$ cat config.mk
export PLATFORM = sky130hd
export DESIGN_NAME = url_form_byte_encoder
export DESIGN_NICKNAME = d
export VERILOG_FILES = /design/src/hw/rtl/url_enc_pkg.sv /design/src/hw/rtl/url_enc_encode.sv /design/src/hw/rtl/url_enc_outbuf.sv /design/src/hw/rtl/url_form_byte_encoder.sv
export SDC_FILE = /design/constraint.sdc
export NUM_CORES = 1
export LEC_CHECK = 0
export BUFFER_PORTS_ARGS = -buffer_cell sky130_fd_sc_hd__buf_2
export CORE_MARGIN = 2
export CORE_UTILIZATION = 55
export DETAILED_ROUTE_END_ITERATION = 7
export GPL_ROUTABILITY_DRIVEN = 0
export PLACE_DENSITY = 0.75
export SKIP_LAST_GASP = 1
export SYNTH_ARGS = -nofsm -noshare
export SYNTH_HDL_FRONTEND = slang
export SYNTH_SLANG_ARGS = --single-unit
$ cat constraint.sdc
create_clock -name clk -period 7 [get_ports clk]
set_input_delay 1.4 -clock clk [delete_from_list [all_inputs] [get_ports clk]]
set_output_delay 1.4 -clock clk [all_outputs]
set_load 0.02 [all_outputs]
$ cat src/hw/rtl/url_enc_pkg.sv
// Shared types, constants and character helpers for the form-URL byte encoder.
// Depends on nothing; every other file in the block imports this package.
package url_enc_pkg;

    // Field and state widths.
    localparam int ByteW  = 8;
    localparam int CapW   = 13;
    localparam int CountW = 12;

    // Largest buffer capacity honored; larger settings saturate to it.
    localparam logic [CapW-1:0] MAX_CAPACITY  = 13'd4096;
    localparam logic [CapW-1:0] CAPACITY_INIT = 13'd256;

    // Characters with a fixed role in the encoding.
    localparam logic [ByteW-1:0] CH_DASH    = 8'h2D;
    localparam logic [ByteW-1:0] CH_UNDER   = 8'h5F;
    localparam logic [ByteW-1:0] CH_DOT     = 8'h2E;
    localparam logic [ByteW-1:0] CH_TILDE   = 8'h7E;
    localparam logic [ByteW-1:0] CH_SPACE   = 8'h20;
    localparam logic [ByteW-1:0] CH_PLUS    = 8'h2B;
    localparam logic [ByteW-1:0] CH_PERCENT = 8'h25;
    localparam logic [ByteW-1:0] CH_ZERO    = 8'h30;
    localparam logic [ByteW-1:0] CH_NINE    = 8'h39;
    localparam logic [ByteW-1:0] CH_UA      = 8'h41;
    localparam logic [ByteW-1:0] CH_UF      = 8'h46;
    localparam logic [ByteW-1:0] CH_UZ      = 8'h5A;
    localparam logic [ByteW-1:0] CH_LA      = 8'h61;
    localparam logic [ByteW-1:0] CH_LZ      = 8'h7A;
    localparam logic [ByteW-1:0] CH_NUL     = 8'h00;

    // Up to three output bytes for one input byte, first byte in slot 0.
    typedef struct packed {
        logic [1:0]                num;
        logic [2:0][ByteW-1:0]     bytes;
    } res_t;

    // Letters, digits and the four unreserved marks pass unchanged.
    function automatic logic is_plain(input logic [ByteW-1:0] b);
        logic digit;
        logic upper;
        logic lower;
        logic mark;
        digit = (b >= CH_ZERO) && (b <= CH_NINE);
        upper = (b >= CH_UA) && (b <= CH_UZ);
        lower = (b >= CH_LA) && (b <= CH_LZ);
        mark  = (b == CH_DASH) || (b == CH_UNDER) || (b == CH_DOT) || (b == CH_TILDE);
        return digit || upper || lower || mark;
    endfunction

    // Upper-case hex digit for one nibble.
    function automatic logic [ByteW-1:0] hex_digit(input logic [3:0] nib);
        logic [ByteW-1:0] ext;
        ext = {4'd0, nib};
        if (nib < 4'd10) begin
            return CH_ZERO + ext;
        end
        return CH_UA + ext - 8'd10;
    endfunction

endpackage

$ cat src/hw/rtl/url_enc_encode.sv
// Encode stage: classifies one byte, checks room in the buffer and keeps the
// running count of bytes written. Depends on url_enc_pkg.
module url_enc_encode
    import url_enc_pkg::*;
(
    input  logic             clk,
    input  logic             rst_n,
    input  logic             fire,
    input  logic [ByteW-1:0] char_in,
    input  logic [CapW-1:0]  capacity_in,
    output res_t             res
);

    logic [CountW-1:0] written_count_reg;
    logic [CountW-1:0] written_count_next;
    logic [CapW-1:0]   cap_eff;
    logic [CapW-1:0]   count_ext;

    // Clamp the configured capacity into its working range.
    always_comb
    begin
        if (capacity_in == '0) begin
            cap_eff = {{(CapW-1){1'b0}}, 1'b1};
        end else if (capacity_in > MAX_CAPACITY) begin
            cap_eff = MAX_CAPACITY;
        end else begin
            cap_eff = capacity_in;
        end
    end

    assign count_ext = {1'b0, written_count_reg};

    // Decide how many bytes this character produces and what they are.
    always_comb
    begin
        res.num            = 2'd0;
        res.bytes          = '0;
        written_count_next = written_count_reg;
        if (char_in == CH_NUL) begin
            res.num            = 2'd1;
            res.bytes[0]       = CH_NUL;
            written_count_next = '0;
        end else if (count_ext + 13'd1 >= cap_eff) begin
            res.num = 2'd0;
        end else if (is_plain(char_in)) begin
            res.num            = 2'd1;
            res.bytes[0]       = char_in;
            written_count_next = written_count_reg + 12'd1;
        end else if (char_in == CH_SPACE) begin
            res.num            = 2'd1;
            res.bytes[0]       = CH_PLUS;
            written_count_next = written_count_reg + 12'd1;
        end else if (count_ext + 13'd4 < cap_eff) begin
            res.num            = 2'd3;
            res.bytes[0]       = CH_PERCENT;
            res.bytes[1]       = hex_digit(char_in[7:4]);
            res.bytes[2]       = hex_digit(char_in[3:0]);
            written_count_next = written_count_reg + 12'd3;
        end
    end

    // The count advances only when the byte moves into the result buffer.
    always_ff @(posedge clk or negedge rst_n)
    begin
        if (!rst_n) begin
            written_count_reg <= '0;
        end else if (fire) begin
            written_count_reg <= written_count_next;
        end
    end

endmodule

$ cat src/hw/rtl/url_enc_outbuf.sv
// Result buffer: holds up to three encoded bytes and hands them out one per
// request, flagging the last one. Depends on url_enc_pkg.
module url_enc_outbuf
    import url_enc_pkg::*;
(
    input  logic             clk,
    input  logic             rst_n,
    input  logic             load,
    input  res_t             res,
    output logic             can_load,
    output logic             out_valid,
    input  logic             out_stall,
    output logic [ByteW-1:0] out_byte,
    output logic             run_last
);

    logic [1:0]            cnt_reg;
    logic [2:0][ByteW-1:0] bytes_reg;
    logic                  take;

    assign take      = out_valid && !out_stall;
    assign out_valid = (cnt_reg != 2'd0);
    assign out_byte  = bytes_reg[0];
    assign run_last  = (cnt_reg == 2'd1);

    // Refill when empty or when the last pending byte leaves this cycle.
    assign can_load = (cnt_reg == 2'd0) || ((cnt_reg == 2'd1) && !out_stall);

    // Pending byte count.
    always_ff @(posedge clk or negedge rst_n)
    begin
        if (!rst_n) begin
            cnt_reg <= 2'd0;
        end else if (load) begin
            cnt_reg <= res.num;
        end else if (take) begin
            cnt_reg <= cnt_reg - 2'd1;
        end
    end

    // Byte slots shift toward slot 0 as bytes are taken.
    always_ff @(posedge clk)
    begin
        if (load) begin
            bytes_reg <= res.bytes;
        end else if (take) begin
            bytes_reg <= {CH_NUL, bytes_reg[2], bytes_reg[1]};
        end
    end

endmodule

$ cat src/hw/rtl/url_form_byte_encoder.sv
// Top level of the form-URL byte encoder: input register, capacity register,
// encode stage and result buffer. Depends on url_enc_pkg, url_enc_encode, url_enc_outbuf.
//
// One string byte per request goes in; its encoded form comes out one byte per
// request, with run_last high on the final byte of each input. Letters, digits
// and - _ . ~ give one byte, a space gives '+', other bytes give '%' and two
// hex digits, and a zero byte gives the terminator and restarts the count.
// Bytes that would overflow the configured capacity produce nothing. The first
// result byte is offered after its input has passed from the input register into
// the result buffer, which sets the throughput: it sends one byte per cycle while
// out_stall is low and takes the next input as its last byte leaves. The capacity
// register is always ready and should be written only while the block is idle.
module url_form_byte_encoder
    import url_enc_pkg::*;
(
    input  logic             clk,
    input  logic             rst_n,
    input  logic             cfg_valid,
    output logic             cfg_ready,
    input  logic [CapW-1:0]  capacity,
    input  logic             in_valid,
    output logic             in_stall,
    input  logic [ByteW-1:0] char_byte,
    output logic             out_valid,
    input  logic             out_stall,
    output logic [ByteW-1:0] out_byte,
    output logic             run_last
);

    logic [CapW-1:0]  capacity_reg;
    logic [ByteW-1:0] char_reg;
    logic             full_reg;
    logic             can_load;
    logic             fire;
    logic             in_take;
    res_t             res;

    assign cfg_ready = 1'b1;
    assign fire      = full_reg && can_load;
    assign in_stall  = full_reg && !can_load;
    assign in_take   = in_valid && !in_stall;

    // Capacity register.
    always_ff @(posedge clk or negedge rst_n)
    begin
        if (!rst_n) begin
            capacity_reg <= CAPACITY_INIT;
        end else if (cfg_valid && cfg_ready) begin
            capacity_reg <= capacity;
        end
    end

    // Input register occupancy.
    always_ff @(posedge clk or negedge rst_n)
    begin
        if (!rst_n) begin
            full_reg <= 1'b0;
        end else if (in_take) begin
            full_reg <= 1'b1;
        end else if (fire) begin
            full_reg <= 1'b0;
        end
    end

    // Input byte capture.
    always_ff @(posedge clk)
    begin
        if (in_take) begin
            char_reg <= char_byte;
        end
    end

    url_enc_encode u_encode (
        .clk         (clk),
        .rst_n       (rst_n),
        .fire        (fire),
        .char_in     (char_reg),
        .capacity_in (capacity_reg),
        .res         (res)
    );

    url_enc_outbuf u_outbuf (
        .clk       (clk),
        .rst_n     (rst_n),
        .load      (fire),
        .res       (res),
        .can_load  (can_load),
        .out_valid (out_valid),
        .out_stall (out_stall),
        .out_byte  (out_byte),
        .run_last  (run_last)
    );

endmodule

==> results of run 1 <==
[cells by family after synthesis]
kind of cell               after synthesis  share of synthesized area, %
AOI/OAI and AO/OA                       95                          16.2
xor gates and xnor gates                21                          4.49
adders and majority gates               39                          11.9
buffers and inverters                   48                          6.41
DFF                                     58                          39.1
muxes                                   16                          4.30
other                                    2                         0.183
and+or+nand+nor                        133                          17.5
[per-layer routing]
metal,share of wire (%),up-vias,track usage (%)
li1,-,1545,-
met1,46,1484,31.6
met2,46,113,34.6
met3,6.5,16,5.51
met4,1.6,0,7.44
met5,0,-,0
[synth_stat cells, drive strengths merged (3+ instances only)]
| cell | number | area share, % |
|---|---|---|
| a21o | 4 | 0.73 |
| a21oi | 26 | 3.3 |
| a22o | 5 | 1.1 |
| a31oi | 7 | 1.4 |
| and2 | 3 | 0.46 |
| and3 | 5 | 0.76 |
| buf | 18 | 3.7 |
| clkbuf | 9 | 0.82 |
| dfrtp | 27 | 16 |
| edfxtp | 30 | 22 |
| ha | 39 | 12 |
| inv | 21 | 1.9 |
| mux2 | 13 | 3.6 |
| mux2i | 3 | 0.73 |
| nand2 | 39 | 3.6 |
| nand2b | 9 | 1.4 |
| nand3 | 12 | 1.5 |
| nand4 | 10 | 2.0 |
| nor2 | 27 | 2.5 |
| nor3 | 9 | 1.4 |
| nor4 | 3 | 0.46 |
| o211ai | 3 | 0.79 |
| o21ai | 24 | 2.9 |
| o22ai | 4 | 0.61 |
| o31a | 3 | 0.64 |
| or3 | 3 | 0.46 |
| or4b | 3 | 0.82 |
| xnor2 | 15 | 3.2 |
| xor2 | 6 | 1.3 |
[worst max-delay path by stage]
stage	cells past startpoint	to	slack, ps
5_1_grt	14	u_outbuf.bytes_reg[17]$_SDFFCE_PP0P_	2720
3_5_place_dp	14	u_outbuf.bytes_reg[17]$_SDFFCE_PP0P_	3070
3_3_place_gp	14	u_outbuf.bytes_reg[17]$_SDFFCE_PP0P_	3250
4_1_cts	14	u_outbuf.bytes_reg[17]$_SDFFCE_PP0P_	3060
2_1_floorplan	14	u_outbuf.bytes_reg[17]$_SDFFCE_PP0P_	3570
6_report	14	u_outbuf.bytes_reg[17]$_SDFFCE_PP0P_	2980
[power by group through the flow]
stage | clock [mW] | combinational [mW] | sequential (mW)
4_1_cts | 0.313 | 0.755 | 0.600
2_1_floorplan | 0 | 0.649 | 0.562
6_report | 0.308 | 0.755 | 0.602
3_3_place_gp | 0 | 0.722 | 0.603
5_1_grt | 0.325 | 0.847 | 0.620
3_5_place_dp | 0 | 0.750 | 0.607
[placed cells by master, fill, tap and decap left out, drive strengths merged, types with 4 or more instances in the layout]
master	n
xnor2	15
dfrtp	27
nand2	39
a31oi	7
o21ai	24
nand2b	9
nand4	10
and3	5
o22ai	4
buf	37
clkbuf	9
edfxtp	30
a22o	5
nand3	12
xor2	6
a21o	4
nor2	27
mux2	13
nor3	9
a21oi	26
inv	21
ha	39
[cell type report]
type                       count  area share (%)
clock buffer                   9            2.80
clock inverter                 7            1.58
inverter                      21            1.78
multi-input combinational    306            50.6
sequential                    58            36.2
tap                           99            2.80
timing repair buffer          37            4.24
[stage by stage]
stage / total power, mW / hold slack (ps) / area, um^2 / util, % / setup WS [ps]
after global routing: 1.79 / 537 / 4430 / 61.0 / 2720
after global placement: 1.32 / 480 / 4230 / 58.3 / 3250
after detailed placement: 1.36 / 484 / 4230 / 58.3 / 3070
after floorplan: 1.21 / 464 / 4100 / - / 3570
after CTS: 1.67 / 502 / 4430 / 61.0 / 3060
final: 1.66 / 501 / 4430 / 61.0 / 2980
[critical path: stages (launching register included)]
cell and delay, ps:
sky130_fd_sc_hd__dfrtp_1 480, sky130_fd_sc_hd__ha_1 320, sky130_fd_sc_hd__nand2_1 120, sky130_fd_sc_hd__nor2_1 240
sky130_fd_sc_hd__nand2_1 130, sky130_fd_sc_hd__nor2_1 260, sky130_fd_sc_hd__nand2_1 110, sky130_fd_sc_hd__xnor2_1 130
sky130_fd_sc_hd__ha_1 300, sky130_fd_sc_hd__nand4_1 110, sky130_fd_sc_hd__nor3_1 60, sky130_fd_sc_hd__a221oi_1 490
sky130_fd_sc_hd__nand4_2 340, sky130_fd_sc_hd__or3_1 550, sky130_fd_sc_hd__a221oi_2 220
==> qor.csv, run 1 <==
metric,value,unit
count of different cell masters after synthesis,65,
net switching power of the design,0.702,mW
fraction of registers with async set/reset,48.3,%
worst-case reg-to-reg path depth,14,
proportion of power drawn by the clock network,18.5,%
Mapped Area,4100,um^2
routed wire length,8740,um
critical path launch point type,flip-flop,
Die Outline Area,8160,um^2
Critical Path Sink Type,flip-flop,
horizontal die dimension,90.3,um
Setup Buffers After CTS,0,
worst setup path category,flip-flop to flip-flop,
max-slew violation total from the final report,0,
height of the chip,90.3,um
ratio of total power to cell area,376,nW/um^2
end point of the most critical hold path,u_outbuf.cnt_reg[1]$_DFFE_PN0P_,
dpl hpwl,6510,um
clock-pin slew on the worst setup and hold paths,70,ps
arrival time worst endpoint,4200,ps
number of DRC markers after the initial detailed-route iteration,255,
Power Internal,0.962,mW
max_slew headroom,48.4,%
Layout Skew,6.77,ps
path type of the worst min-delay path,flip-flop to flip-flop,
number of clock sinks seen by CTS,58,
number of fillers in the final layout,613,
standard-cell rows,31,
launch instance of the worst register-to-register path,u_encode.written_count_reg[2]$_DFFE_PN0P_,
routed vias/inst,5.88,
maximum number of pins on one net before global-route repair,29,
instance count after placement with tap cells included,521,
"Req. time, crit path",7180,ps
post-cts sizing count,0,
multi-input combinational cell area,2240,um^2
depth of the CTS H-tree,3,
Leak,1.85,nW
total global-route track usage,22.6,%
start point of the worst min-delay path,u_outbuf.cnt_reg[1]$_DFFE_PN0P_,
number of register bits inferred by synthesis,58,
CP Launch Point,u_encode.written_count_reg[2]$_DFFE_PN0P_,
transition time at the pin with the least slew margin,765,ps
number of top-level design ports,38,
root buf cell,sky130_fd_sc_hd__clkbuf_8,
fraction of final layout cells with drive strength greater than 1,18.9,%
first-pass GRT wire length,14600,um
number of buffers inserted by hold repair at cts,0,
f_max,249,MHz
total CTS buffers,9,
Yosys warnings,0,
sequential element share of the synthesized area,39.1,%
aggregate global routing overflow,0,
PortBufs,36,
count of flip-flops with a built-in enable after synthesis,30,
Worst Path Max Fanout,9,
slack of the worst reg-to-reg path,2980,ps
via count of the first global-routing pass,2973,
clock buffer depth,2,
Placeable Area,7250,um^2
logic gate share of total power,45.3,%
Peak supply drop,0.000333,V
wire per inst,16.3,um
fraction of power consumed by sequential logic,36.2,%
setup repair after global routing missed its margin,false,
gate count after technology mapping,412,
worst reg2reg path endpoint,u_outbuf.bytes_reg[17]$_SDFFCE_PP0P_,
total inserted antenna cells,0,
remaining number of nets flagged by the antenna check after routing,0,
Final setup violation count,0,
initial core utilization,56.5,%
"non-filler cells, final",537,
net count after synthesis,477,
Syn-to-layout area delta,7.93,%
Largest register FFs,14,
routed vias,3158,
initial antenna violation count,0,
Skew-Pair Late Insertion Delay,340,ps
minimum clock period after layout,4020,ps
Hold Crit Depth,1,
accumulated negative setup slack,0,ps
result of the run,"complete, no violations",
Remaining DRCs,0,
Tcrit/Tclk final,57.4,%
number of hold violations in the final report,0,
Pre-Repair DR Iteration Count,5,
synthesized area per cell,9.95,um^2
Nets,498,
FF/Latch Area,1600,um^2
main flop type after synthesis,sky130_fd_sc_hd__edfxtp_1,
switching power as a share of total power,42.2,%
TritonCTS clock tree,built,
Max Cap Violations,0,
Power figures use the tool's default switching activity.
==> run 2, diff against run 1 <==
Clock period 7 ns to 3.93 ns, I/O delays scaled along.
==> qor.csv, run 2 (synthesis results as in run 1) <==
metric,value,unit
result of the run,"complete, no violations",
Tcrit/Tclk final,91.5,%
max_slew headroom,52.2,%
transition time at the pin with the least slew margin,710,ps
via count of the first global-routing pass,3016,
fraction of final layout cells with drive strength greater than 1,20.8,%
Pre-Repair DR Iteration Count,4,
remaining number of nets flagged by the antenna check after routing,0,
initial core utilization,56.5,%
number of top-level design ports,38,
number of buffers and inverters on the critical path,0,
depth of the CTS H-tree,3,
Layout Skew,8.69,ps
path type of the worst min-delay path,primary input to asynchronous set/reset pin,
aggregate global routing overflow,0,
clock-pin slew on the worst setup and hold paths,80,ps
routed vias,3211,
launch instance of the worst register-to-register path,u_encode.written_count_reg[2]$_DFFE_PN0P_,
initial antenna violation count,0,
routed vias/inst,5.94,
Max Cap Violations,0,
dpl hpwl,6530,um
final hold slack,465,ps
highest-delay cell along the critical path,sky130_fd_sc_hd__or4_4,
worst reg2reg path endpoint,u_outbuf.bytes_reg[17]$_SDFFCE_PP0P_,
Final setup violation count,0,
total inserted antenna cells,0,
horizontal die dimension,90.3,um
critical path launch point type,flip-flop,
"Req. time, crit path",4110,ps
number of hold violations in the final report,0,
series of cell instances along the critical path,ha_2 > nand2_1 > nor2_1 > nand2_1 > nor2_2 > xor2_1 > ha_1 > nand4_1 > nor3_1 > o31a_1 > or4_4 > or3_4 > a221oi_2,
max-slew violation total from the final report,0,
number of DRC markers after the initial detailed-route iteration,308,
Nets,502,
Critical Path Sink Type,flip-flop,
total global-route track usage,23.2,%
Peak supply drop,0.000747,V
height of the chip,90.3,um
total CTS buffers,9,
number of buffers inserted by hold repair at cts,0,
minimum clock period after layout,3600,ps
highest-count cells in the layout ignoring fill and taps,"sky130_fd_sc_hd__nand2_1 (39), sky130_fd_sc_hd__ha_1 (38), sky130_fd_sc_hd__buf_2 (36)",
standard-cell rows,31,
Die Outline Area,8160,um^2
multi-input combinational cell area,2250,um^2
PortBufs,36,
TritonCTS clock tree,built,
total non-filler cell area in the finished layout,4470,um^2
Worst Path Max Fanout,9,
dpl cell area,4250,um^2
Syn-to-layout area delta,9.03,%
clock buffer depth,2,
number of clock sinks seen by CTS,58,
first-pass GRT wire length,15200,um
arrival time worst endpoint,3780,ps
FF/Latch Area,1600,um^2
maximum number of pins on one net before global-route repair,29,
family with the most delay on the worst path,simple AND/OR/NAND/NOR gates,
routed wire length,9000,um
worst setup path category,flip-flop to flip-flop,
worst-case reg-to-reg path depth,13,
Placeable Area,7250,um^2
number of fillers in the final layout,629,
wire per inst,16.6,um
Skew-Pair Late Insertion Delay,350,ps
most frequent standard cell in the layout excluding fill and tap cells,sky130_fd_sc_hd__nand2_1,
root buf cell,sky130_fd_sc_hd__clkbuf_8,
cell repeated most along the worst path,sky130_fd_sc_hd__nand2_1,
f_max,278,MHz
ratio of total power to cell area,663,nW/um^2
Remaining DRCs,0,
Largest register FFs,14,
CP peak stage delay,570,ps
Leak,1.88,nW
slack of the worst reg-to-reg path,330,ps
-- run 2: cell types whose count changed in the layout (fill, tap and decap cells not counted), sizes merged --
cell,change
buf,+4
bufinv,-1
clkbuf,+1
clkinv,+1
clkinvlp,-1
-- run 2: report_power, final --
part	internal, mW	total [mW]	switching (mW)
clock	0.245	0.508	0.263
sequential	0.902	1.07	0.172
combinational	0.550	1.38	0.832
-- run 2: how the worst max path moves through the flow --
stage,from,end,slack [ps],depth (start not counted)
final,u_encode.written_count_reg[2]$_DFFE_PN0P_,u_outbuf.bytes_reg[17]$_SDFFCE_PP0P_,330,13
after global placement,u_encode.written_count_reg[2]$_DFFE_PN0P_,u_encode.written_count_reg[5]$_DFFE_PN0P_,310,16
after CTS,u_encode.written_count_reg[2]$_DFFE_PN0P_,u_outbuf.bytes_reg[11]$_DFFE_PP_,140,15
after detailed placement,u_encode.written_count_reg[2]$_DFFE_PN0P_,u_encode.written_count_reg[5]$_DFFE_PN0P_,160,16
after global routing,u_encode.written_count_reg[2]$_DFFE_PN0P_,u_encode.written_count_reg[3]$_DFFE_PN0P_,-7,16
after floorplan,u_encode.written_count_reg[4]$_DFFE_PN0P_,u_outbuf.bytes_reg[17]$_SDFFCE_PP0P_,500,14
-- run 2: area by class of cell --
type                       instances  share of cell area, %
clock inverter                     6                  0.952
multi-input combinational        306                   50.4
tap                               99                   2.77
clock buffer                      10                   3.08
sequential                        58                   35.9
inverter                          21                   1.76
timing repair buffer              41                   5.15
-- run 2: metrics by stage --
stage                     TNS [ps]  setup WS [ps]  power, mW  std cells  util (%)
after CTS                        0            138       2.93        540      61.1
after floorplan                  0            496       2.16        412         -
after global placement           0            309       2.37        524      58.7
final                            0            333       2.96        541      61.6
after detailed placement         0            163       2.41        524      58.7
after global routing         -13.4          -7.22       3.20        541      61.6
-- run 2: repair_timing --
item,in CTS,in global routing
resized for setup,0,4
endpoints found under the setup margin,0,32
setup buffers,0,1
-- run 2: metal layers --
| metal | vias to the layer above | global-route usage, % | part of all wire (%) |
|---|---|---|---|
| met2 | 134 | 33.5 | 45 |
| li1 | 1543 | - | - |
| met4 | 0 | 9.62 | 1.7 |
| met1 | 1518 | 34.6 | 47 |
| met5 | - | 0 | 0 |
| met3 | 16 | 3.84 | 6.4 |
